**config.mk**
```make
export PLATFORM = sky130hd
export DESIGN_NAME = sha256_stream_hasher
export DESIGN_NICKNAME = d
export VERILOG_FILES = /design/src/rtl/sha_pkg.sv /design/src/rtl/sha_datapath.sv /design/src/rtl/sha_controller.sv /design/src/rtl/sha256_stream_hasher.sv
export SDC_FILE = /design/constraint.sdc
export NUM_CORES = 2
export LEC_CHECK = 0
export BUFFER_PORTS_ARGS = -buffer_cell sky130_fd_sc_hd__buf_2
export CELL_PAD_IN_SITES_DETAIL_PLACEMENT = 1
export CELL_PAD_IN_SITES_GLOBAL_PLACEMENT = 1
export CORE_UTILIZATION = 38
export DETAILED_ROUTE_END_ITERATION = 16
export PLACE_DENSITY_LB_ADDON = 0.2
export SYNTH_ARGS = -nofsm -noshare
export SYNTH_HDL_FRONTEND = slang
export SYNTH_SLANG_ARGS = --single-unit
```
**constraint.sdc**
```tcl
create_clock -name i_clk -period 16.4 [get_ports i_clk]
set_input_delay 1.64 -clock i_clk [delete_from_list [all_inputs] [get_ports i_clk]]
set_output_delay 1.64 -clock i_clk [all_outputs]
set_load 0.05 [all_outputs]
```
**src/rtl/sha_pkg.sv**
```systemverilog
// Package for the SHA-256 stream hasher: payload types, constants and a rotate function.
package sha_pkg;

    typedef struct packed {
        logic [7:0] data_byte;
        logic       has_byte;
        logic       end_of_message;
    } t_in_item;

    typedef struct packed {
        logic [31:0] digest_word;
        logic [2:0]  word_index;
        logic        last;
    } t_out_item;

    // Commands from the controller to the datapath.
    typedef struct packed {
        logic       write_byte;   // store a byte at the write pointer
        logic [7:0] wr_data;
        logic       pad_byte;     // store a padding byte at the write pointer
        logic       len_byte;     // store the next byte of the bit length
        logic       start_block;  // load working variables and begin rounds
        logic       init_hash;    // restore initial hash values
        logic       shift_digest; // move the next digest word forward
    } t_cmd;

    typedef struct packed {
        logic       busy;
        logic [6:0] fill;
    } t_status;

    localparam int BLOCK_BYTES = 64;
    localparam int LENGTH_POS  = 56;

    localparam logic [31:0] INIT_H [8] = '{
        32'h6a09e667, 32'hbb67ae85, 32'h3c6ef372, 32'ha54ff53a,
        32'h510e527f, 32'h9b05688c, 32'h1f83d9ab, 32'h5be0cd19
    };

    localparam logic [31:0] ROUND_K [64] = '{
        32'h428a2f98, 32'h71374491, 32'hb5c0fbcf, 32'he9b5dba5, 32'h3956c25b, 32'h59f111f1,
        32'h923f82a4, 32'hab1c5ed5, 32'hd807aa98, 32'h12835b01, 32'h243185be, 32'h550c7dc3,
        32'h72be5d74, 32'h80deb1fe, 32'h9bdc06a7, 32'hc19bf174, 32'he49b69c1, 32'hefbe4786,
        32'h0fc19dc6, 32'h240ca1cc, 32'h2de92c6f, 32'h4a7484aa, 32'h5cb0a9dc, 32'h76f988da,
        32'h983e5152, 32'ha831c66d, 32'hb00327c8, 32'hbf597fc7, 32'hc6e00bf3, 32'hd5a79147,
        32'h06ca6351, 32'h14292967, 32'h27b70a85, 32'h2e1b2138, 32'h4d2c6dfc, 32'h53380d13,
        32'h650a7354, 32'h766a0abb, 32'h81c2c92e, 32'h92722c85, 32'ha2bfe8a1, 32'ha81a664b,
        32'hc24b8b70, 32'hc76c51a3, 32'hd192e819, 32'hd6990624, 32'hf40e3585, 32'h106aa070,
        32'h19a4c116, 32'h1e376c08, 32'h2748774c, 32'h34b0bcb5, 32'h391c0cb3, 32'h4ed8aa4a,
        32'h5b9cca4f, 32'h682e6ff3, 32'h748f82ee, 32'h78a5636f, 32'h84c87814, 32'h8cc70208,
        32'h90befffa, 32'ha4506ceb, 32'hbef9a3f7, 32'hc67178f2
    };

    function automatic logic [31:0] ror(input logic [31:0] x, input int n);
        ror = (x >> n) | (x << (32 - n));
    endfunction

endpackage

```
**src/rtl/sha_datapath.sv**
```systemverilog
// Datapath of the SHA-256 hasher: block buffer, message schedule, round unit and hash state.
module sha_datapath (
    input  logic                i_clk,
    input  logic                i_rst_n,
    input  sha_pkg::t_cmd       i_cmd,
    output sha_pkg::t_status    o_status,
    output logic [31:0]         o_digest
);

    logic [31:0] r_w [16];
    logic [31:0] r_v [8];
    logic [31:0] r_h [8];
    logic [6:0]  r_fill;
    logic [6:0]  r_round;
    logic        r_busy;
    logic [60:0] r_count;

    logic [31:0] sched_w, s0, s1, w_next, t1, t2, big1, big0, ch, maj;
    logic [31:0] w_ins;
    logic [7:0]  wbyte;
    logic [63:0] bits;
    logic [63:0] len_shifted;
    logic [3:0]  widx;

    assign bits        = {r_count, 3'b000};
    assign len_shifted = bits << {r_fill[2:0], 3'b000};
    assign widx        = r_fill[5:2];
    assign wbyte       = i_cmd.len_byte ? len_shifted[63:56] : i_cmd.wr_data;

    always_comb begin
        w_ins = r_w[widx];
        case (r_fill[1:0])
            2'd0: w_ins[31:24] = wbyte;
            2'd1: w_ins[23:16] = wbyte;
            2'd2: w_ins[15:8]  = wbyte;
            default: w_ins[7:0] = wbyte;
        endcase
    end

    assign sched_w = r_w[0];
    assign s0 = sha_pkg::ror(r_w[1], 7) ^ sha_pkg::ror(r_w[1], 18) ^ (r_w[1] >> 3);
    assign s1 = sha_pkg::ror(r_w[14], 17) ^ sha_pkg::ror(r_w[14], 19) ^ (r_w[14] >> 10);
    assign w_next = s1 + r_w[9] + s0 + r_w[0];
    assign big1 = sha_pkg::ror(r_v[4], 6) ^ sha_pkg::ror(r_v[4], 11) ^ sha_pkg::ror(r_v[4], 25);
    assign ch   = (r_v[4] & r_v[5]) ^ (~r_v[4] & r_v[6]);
    assign t1   = r_v[7] + big1 + ch + sha_pkg::ROUND_K[r_round[5:0]] + sched_w;
    assign big0 = sha_pkg::ror(r_v[0], 2) ^ sha_pkg::ror(r_v[0], 13) ^ sha_pkg::ror(r_v[0], 22);
    assign maj  = (r_v[0] & r_v[1]) ^ (r_v[0] & r_v[2]) ^ (r_v[1] & r_v[2]);
    assign t2   = big0 + maj;

    always_ff @(posedge i_clk) begin
        if (!i_rst_n) begin
            r_busy  <= 1'b0;
            r_fill  <= '0;
            r_round <= '0;
            r_count <= '0;
            for (int i = 0; i < 8; i++) r_h[i] <= sha_pkg::INIT_H[i];
        end else begin
            if (i_cmd.write_byte || i_cmd.pad_byte || i_cmd.len_byte) begin
                r_w[widx] <= w_ins;
                r_fill    <= r_fill + 7'd1;
                if (i_cmd.write_byte) r_count <= r_count + 61'd1;
            end
            if (i_cmd.start_block) begin
                r_busy  <= 1'b1;
                r_round <= '0;
                for (int i = 0; i < 8; i++) r_v[i] <= r_h[i];
            end
            if (r_busy) begin
                // One round per cycle; the schedule window shifts along with it.
                for (int i = 0; i < 15; i++) r_w[i] <= r_w[i + 1];
                r_w[15] <= w_next;
                r_v[7] <= r_v[6]; r_v[6] <= r_v[5]; r_v[5] <= r_v[4];
                r_v[4] <= r_v[3] + t1;
                r_v[3] <= r_v[2]; r_v[2] <= r_v[1]; r_v[1] <= r_v[0];
                r_v[0] <= t1 + t2;
                r_round <= r_round + 7'd1;
                if (r_round == 7'd63) begin
                    r_busy <= 1'b0;
                    r_fill <= '0;
                end
            end
            if (r_round == 7'd64 && !r_busy) begin
                for (int i = 0; i < 8; i++) r_h[i] <= r_h[i] + r_v[i];
                r_round <= '0;
            end
            if (i_cmd.shift_digest) begin
                for (int i = 0; i < 7; i++) r_h[i] <= r_h[i + 1];
                r_h[7] <= r_h[0];
            end
            if (i_cmd.init_hash) begin
                for (int i = 0; i < 8; i++) r_h[i] <= sha_pkg::INIT_H[i];
                r_count <= '0;
                r_fill  <= '0;
            end
        end
    end

    assign o_status.busy = r_busy || (r_round == 7'd64);
    assign o_status.fill = r_fill;
    assign o_digest      = r_h[0];

endmodule

```
**src/rtl/sha_controller.sv**
```systemverilog
// Controller of the SHA-256 hasher: input acceptance, padding sequence and digest output.
module sha_controller (
    input  logic                 i_clk,
    input  logic                 i_rst_n,
    input  logic                 i_valid,
    output logic                 o_stall,
    input  sha_pkg::t_in_item    i_data,
    output logic                 o_valid,
    input  logic                 i_stall,
    output logic [2:0]           o_index,
    output sha_pkg::t_cmd        o_cmd,
    input  sha_pkg::t_status     i_status
);

    localparam logic [2:0] S_IDLE  = 3'd0;
    localparam logic [2:0] S_BYTE  = 3'd1;
    localparam logic [2:0] S_MARK  = 3'd2;
    localparam logic [2:0] S_PAD   = 3'd3;
    localparam logic [2:0] S_OUT   = 3'd4;

    logic [2:0] r_state, n_state;
    logic [2:0] r_idx, n_idx;
    logic       r_end, n_end;
    logic       r_final, n_final;

    always_comb begin
        n_state = r_state;
        n_idx   = r_idx;
        n_end   = r_end;
        n_final = r_final;
        o_cmd   = '0;
        o_cmd.wr_data = i_data.data_byte;
        o_stall = 1'b1;
        unique case (r_state)
            S_IDLE: begin
                o_stall = i_status.busy;
                if (!i_status.busy && i_valid) begin
                    o_cmd.write_byte = i_data.has_byte;
                    n_end   = i_data.end_of_message;
                    n_state = S_BYTE;
                end
            end
            S_BYTE: begin
                if (!i_status.busy) begin
                    if (i_status.fill == 7'(sha_pkg::BLOCK_BYTES)) begin
                        o_cmd.start_block = 1'b1;
                    end else if (r_end) begin
                        n_state = S_MARK;
                    end else begin
                        n_state = S_IDLE;
                    end
                end
            end
            S_MARK: begin
                // The 0x80 marker goes in as a byte that is not counted.
                o_cmd.pad_byte = 1'b1;
                o_cmd.wr_data  = 8'h80;
                o_cmd.write_byte = 1'b0;
                n_final = (i_status.fill < 7'(sha_pkg::LENGTH_POS));
                n_state = S_PAD;
            end
            S_PAD: begin
                if (!i_status.busy) begin
                    if (i_status.fill == 7'(sha_pkg::BLOCK_BYTES)) begin
                        o_cmd.start_block = 1'b1;
                        if (r_final) n_state = S_OUT;
                        n_final = 1'b1;
                    end else if (r_final && i_status.fill >= 7'(sha_pkg::LENGTH_POS)) begin
                        // The last eight bytes of the final block carry the bit length.
                        o_cmd.len_byte = 1'b1;
                    end else begin
                        o_cmd.pad_byte = 1'b1;
                        o_cmd.wr_data  = 8'h00;
                    end
                end
            end
            S_OUT: begin
                if (!i_status.busy && !i_stall) begin
                    o_cmd.shift_digest = 1'b1;
                    n_idx = r_idx + 3'd1;
                    if (r_idx == 3'd7) begin
                        o_cmd.shift_digest = 1'b0;
                        o_cmd.init_hash    = 1'b1;
                        n_state = S_IDLE;
                    end
                end
            end
            default: n_state = S_IDLE;
        endcase
    end

    always_ff @(posedge i_clk) begin
        if (!i_rst_n) begin
            r_state <= S_IDLE;
            r_idx   <= '0;
            r_end   <= 1'b0;
            r_final <= 1'b0;
        end else begin
            r_state <= n_state;
            r_idx   <= n_idx;
            r_end   <= n_end;
            r_final <= n_final;
        end
    end

    assign o_valid = (r_state == S_OUT) && !i_status.busy;
    assign o_index = r_idx;

endmodule

```
**src/rtl/sha256_stream_hasher.sv**
```systemverilog
// Top level of the SHA-256 stream hasher.
// A byte transaction passes through the idle and byte states; a byte that fills a block adds a
// start, 64 rounds and the feed-forward add. End of message adds a marker write, padding
// writes and one or two blocks, then eight digest
// transactions, one per cycle when the sink is not stalling.
// Reset is synchronous and active low; it restores the initial hash value and empties the buffer.
module sha256_stream_hasher (
    input  logic                   i_clk,
    input  logic                   i_rst_n,
    input  logic                   i_valid,
    output logic                   o_stall,
    input  sha_pkg::t_in_item      i_data,
    output logic                   o_valid,
    input  logic                   i_stall,
    output sha_pkg::t_out_item     o_data
);

    sha_pkg::t_cmd    cmd;
    sha_pkg::t_status status;
    logic [31:0]      digest;
    logic [2:0]       index;

    // The controller sequences input bytes, padding and the digest transactions.
    sha_controller u_ctrl (
        .i_clk    (i_clk),
        .i_rst_n  (i_rst_n),
        .i_valid  (i_valid),
        .o_stall  (o_stall),
        .i_data   (i_data),
        .o_valid  (o_valid),
        .i_stall  (i_stall),
        .o_index  (index),
        .o_cmd    (cmd),
        .i_status (status)
    );

    // The datapath holds the buffer, schedule window, round registers and chaining value.
    sha_datapath u_dp (
        .i_clk    (i_clk),
        .i_rst_n  (i_rst_n),
        .i_cmd    (cmd),
        .o_status (status),
        .o_digest (digest)
    );

    assign o_data.digest_word = digest;
    assign o_data.word_index  = index;
    assign o_data.last        = (index == 3'd7);

endmodule

```
==> flow_summary.json <==
{
  "outcome": "completed",
  "hp-class": "flip-flop to flip-flop",
  "rsz0062_at_grt": "no",
  "slowest_stage": "o21ai_0",
  "cts_buffers": 137,
  "drtIter0Drc": 4130,
  "fin_crit_ps": 11850,
  "synthArstFlopShare": 0,
  "syn_area_per_cell_sq_um": 9.91,
  "grt_pass1_wl_microns": 414000,
  "setup_tns_ps": 0,
  "criticalPathCategory": "flip-flop to flip-flop",
  "synth_top_family_by_area": "compound AO/OA/AOI/OAI gates",
  "netlist_area_sq_um": 72700,
  "fp-row-count": 160,
  "synth_xor_xnor_area_share": 0.0754,
  "synth-seq-cells": 1108,
  "fp.dieW_microns": 439,
  "ctsLongestPathBuffers": 3,
  "yosysSeqAreaShare": 0.429,
  "maxSlewHeadroom": 0.0868,
  "fin_crit_sh": 0.722,
  "cap_violations": 0,
  "power_density_nw_per_um2": 85.7,
  "crit_path_max_incr_delay_ps": 910,
  "skew_ps": 41.4,
  "timing_hold_violations_final": 0,
  "worstMarginPinSlew_ps": 1350,
  "insertion_delay_ps": 830,
  "drt-pass1-iter-count": 6,
  "drt_wl_total_microns": 283000,
  "port_buffers": 51,
  "max_freq_mhz": 84.4,
  "synthAdderAreaFrac": 0.126,
  "cts.clk_slew.worst_paths_ps": 60,
  "overflow": 0,
  "antenna_found_initial": 10,
  "start_util": 0.383,
  "synth.distinct_cells": 90,
  "critPathCaptureType": "flip-flop",
  "fill_cells": 21000,
  "arrival_ps": 12350,
  "dpl_cell_area_sq_um": 75200,
  "ys_warn_count": 0,
  "cts_hold_buffers": 0,
  "post_cts_buffers": 0,
  "die_h_microns": 439,
  "syn_nets": 7944,
  "synthToLayoutAreaGrowth_pct": 9.94,
  "core_sq_um": 190000,
  "ir_drop_mv": 0.0796,
  "fin_nets": 7786,
  "die_area_sq_um": 193000,
  "synth_simple_gate_area_frac": 0.121,
  "cts_root_buffer": "clkbuf_16",
  "synth_edf_count": 896,
  "htree_levels": 4,
  "cts_sinks": 1108,
  "route.vias.total": 57700,
  "viasPerCell": 5.88,
  "cp_max_fo": 26,
  "wl_per_cell_microns": 28.9,
  "grt_pass1_vias": 59600,
  "ios": 52,
  "grtUsageTotal": 0.290,
  "p_leak_nw": 32.5,
  "muxShareOfSynthArea": 0.0148,
  "critPathRequiredTime_ps": 16900,
  "syn-instance-count": 7335,
  "synth_ff_type": "edfxtp_1",
  "grt_max_degree": 187,
  "fin_area_sq_um": 79900,
  "tritoncts": "done",
  "synth_top_area_share": 0.370,
  "setup_viol": 0,
  "yosys.area.top_type": "edfxtp_1",
  "cp-start-kind": "flip-flop",
  "drive_gt1_frac": 0.0642,
  "ys_top_cells_by_area": "edfxtp_1 (37%), a21o_1 (7.2%), ha_1 (6.9%), dfxtp_1 (5.8%), fa_1 (5.4%)",
  "rrSetupSlack_ps": 4550,
  "drc": 0,
  "synth_compound_area_frac": 0.195,
  "dp_hpwl_microns": 205000,
  "place.gp.congestion": 0.945,
  "ant_nets": 0,
  "post_cts_resized": 0,
  "crit_top_cell": "fa_1",
  "slew_violations": 0
}
[power by group]
| group | total, mW | switching [mW] | leakage [nW] | internal [mW] |
|---|---|---|---|---|
| clock | 3.16 | 1.36 | 2.27 | 1.80 |
| sequential | 3.12 | 0.0536 | 9.64 | 3.07 |
| combinational | 0.566 | 0.338 | 20.6 | 0.228 |
[final timing paths]
kind	cells after the start	to	startpoint
worst max register to register	40	u_dp.r_v[0][31]	u_dp.r_round[1]
worst min-delay path	2	u_ctrl.o_index[2]	u_ctrl.o_index[2]
worst min register to register	2	u_ctrl.o_index[2]	u_ctrl.o_index[2]
worst max-delay path	40	u_dp.r_v[0][31]	u_dp.r_round[1]
[critical path: cells and delay by family (launching register included)]
| family | cells | cell delay (ps) |
|---|---|---|
| adder cells (fa/ha/maj) | 8 | 3450 |
| AND/OR/NAND/NOR | 8 | 1640 |
| AO/OA/AOI/OAI | 17 | 4410 |
| buffers and inverters | 4 | 1070 |
| flip-flops | 1 | 300 |
| XOR/XNOR | 3 | 640 |
[area by class of cell]
| type | instances | area [sq um] | share of cell area |
|---|---|---|---|
| diodes | 4 | 10.0 | 0.000125 |
| clock buffers | 178 | 3740 | 0.0469 |
| clock inverters | 77 | 918 | 0.0115 |
| inverters | 271 | 1020 | 0.0127 |
| multi-input cells | 5504 | 38800 | 0.486 |
| flip-flops and latches | 1108 | 31200 | 0.390 |
| well taps | 2511 | 3140 | 0.0393 |
| repair buffers | 155 | 1070 | 0.0134 |
[per-layer routing]
metal  track usage  share of wire  wire, microns  up-vias
met5             0        0.00014             41        -
met4         0.106          0.039          11000        6
met3        0.0371          0.048          13500      454
met2         0.499           0.49         139000     1595
met1         0.370           0.42         120000    29700
li1              -              -              -    25900
[cells in the mapped netlist (212+ instances only)]
library cell and count:
ha_1 400, xnor2_1 391, nand2_1 1013, nor2_1 464, a21oi_1 449, inv_1 267, edfxtp_1 896, o21ai_0 448
xor2_1 235, a21o_1 694, dfxtp_1 212, clkbuf_1 379
[metrics by stage]
stage / util / setup WS, ps / hold WS, ps / cells / power [mW]
4_1_cts: 0.421 / 4600 / 497 / 9804 / 6.91
5_1_grt: 0.421 / 4020 / 519 / 9806 / 7.05
6_report: 0.421 / 4550 / 497 / 9808 / 6.85
3_5_place_dp: 0.396 / 4670 / 489 / 9549 / 3.74
2_1_floorplan: - / 1860 / 455 / 7335 / 3.56
3_3_place_gp: 0.396 / 4600 / 472 / 9549 / 3.73
[state kept, by name (all words and copies together), names as in the netlist]
signal          cells
u_dp.r_busy         1
u_dp.r_w          512
u_dp.r_v          256
u_ctrl.r_end        1
u_ctrl.o_index      3
u_ctrl.r_final      1
u_dp.r_fill         7
u_dp.r_h          256
u_dp.r_round        7
u_ctrl.r_state      3
u_dp.r_count       61
[cell usage in the layout (no fill, tap or decap), types with 31 or more instances in the layout]
cell type and n:
nand2_1 1007, edfxtp_1 896, a21o_1 694, nor2_1 453
a21oi_1 449, o21ai_0 446, ha_1 400, xnor2_1 391
inv_1 267, xor2_1 235, dfxtp_1 208, fa_1 195
clkbuf_16 139, nand3_1 112, buf_4 101, nor3_1 85
nand2b_1 75, a211oi_1 59, nor2b_1 57, a31oi_1 55
o22ai_1 55, mux2i_1 53, buf_2 51, o21a_1 43
and3_1 38, o21bai_1 38, or3_1 37, o31ai_1 34
o211ai_1 31, a22oi_1 31, nand4_1 31
[logic make-up after synthesis]
group | count (synthesis)
buffers and inverters | 723
and+or+nand+nor | 2017
adders and majority gates | 621
muxes | 81
AOI/OAI and AO/OA | 2159
DFF | 1108
xor gates and xnor gates | 626
No activity file was read; power rests on OpenSTA's default activity.
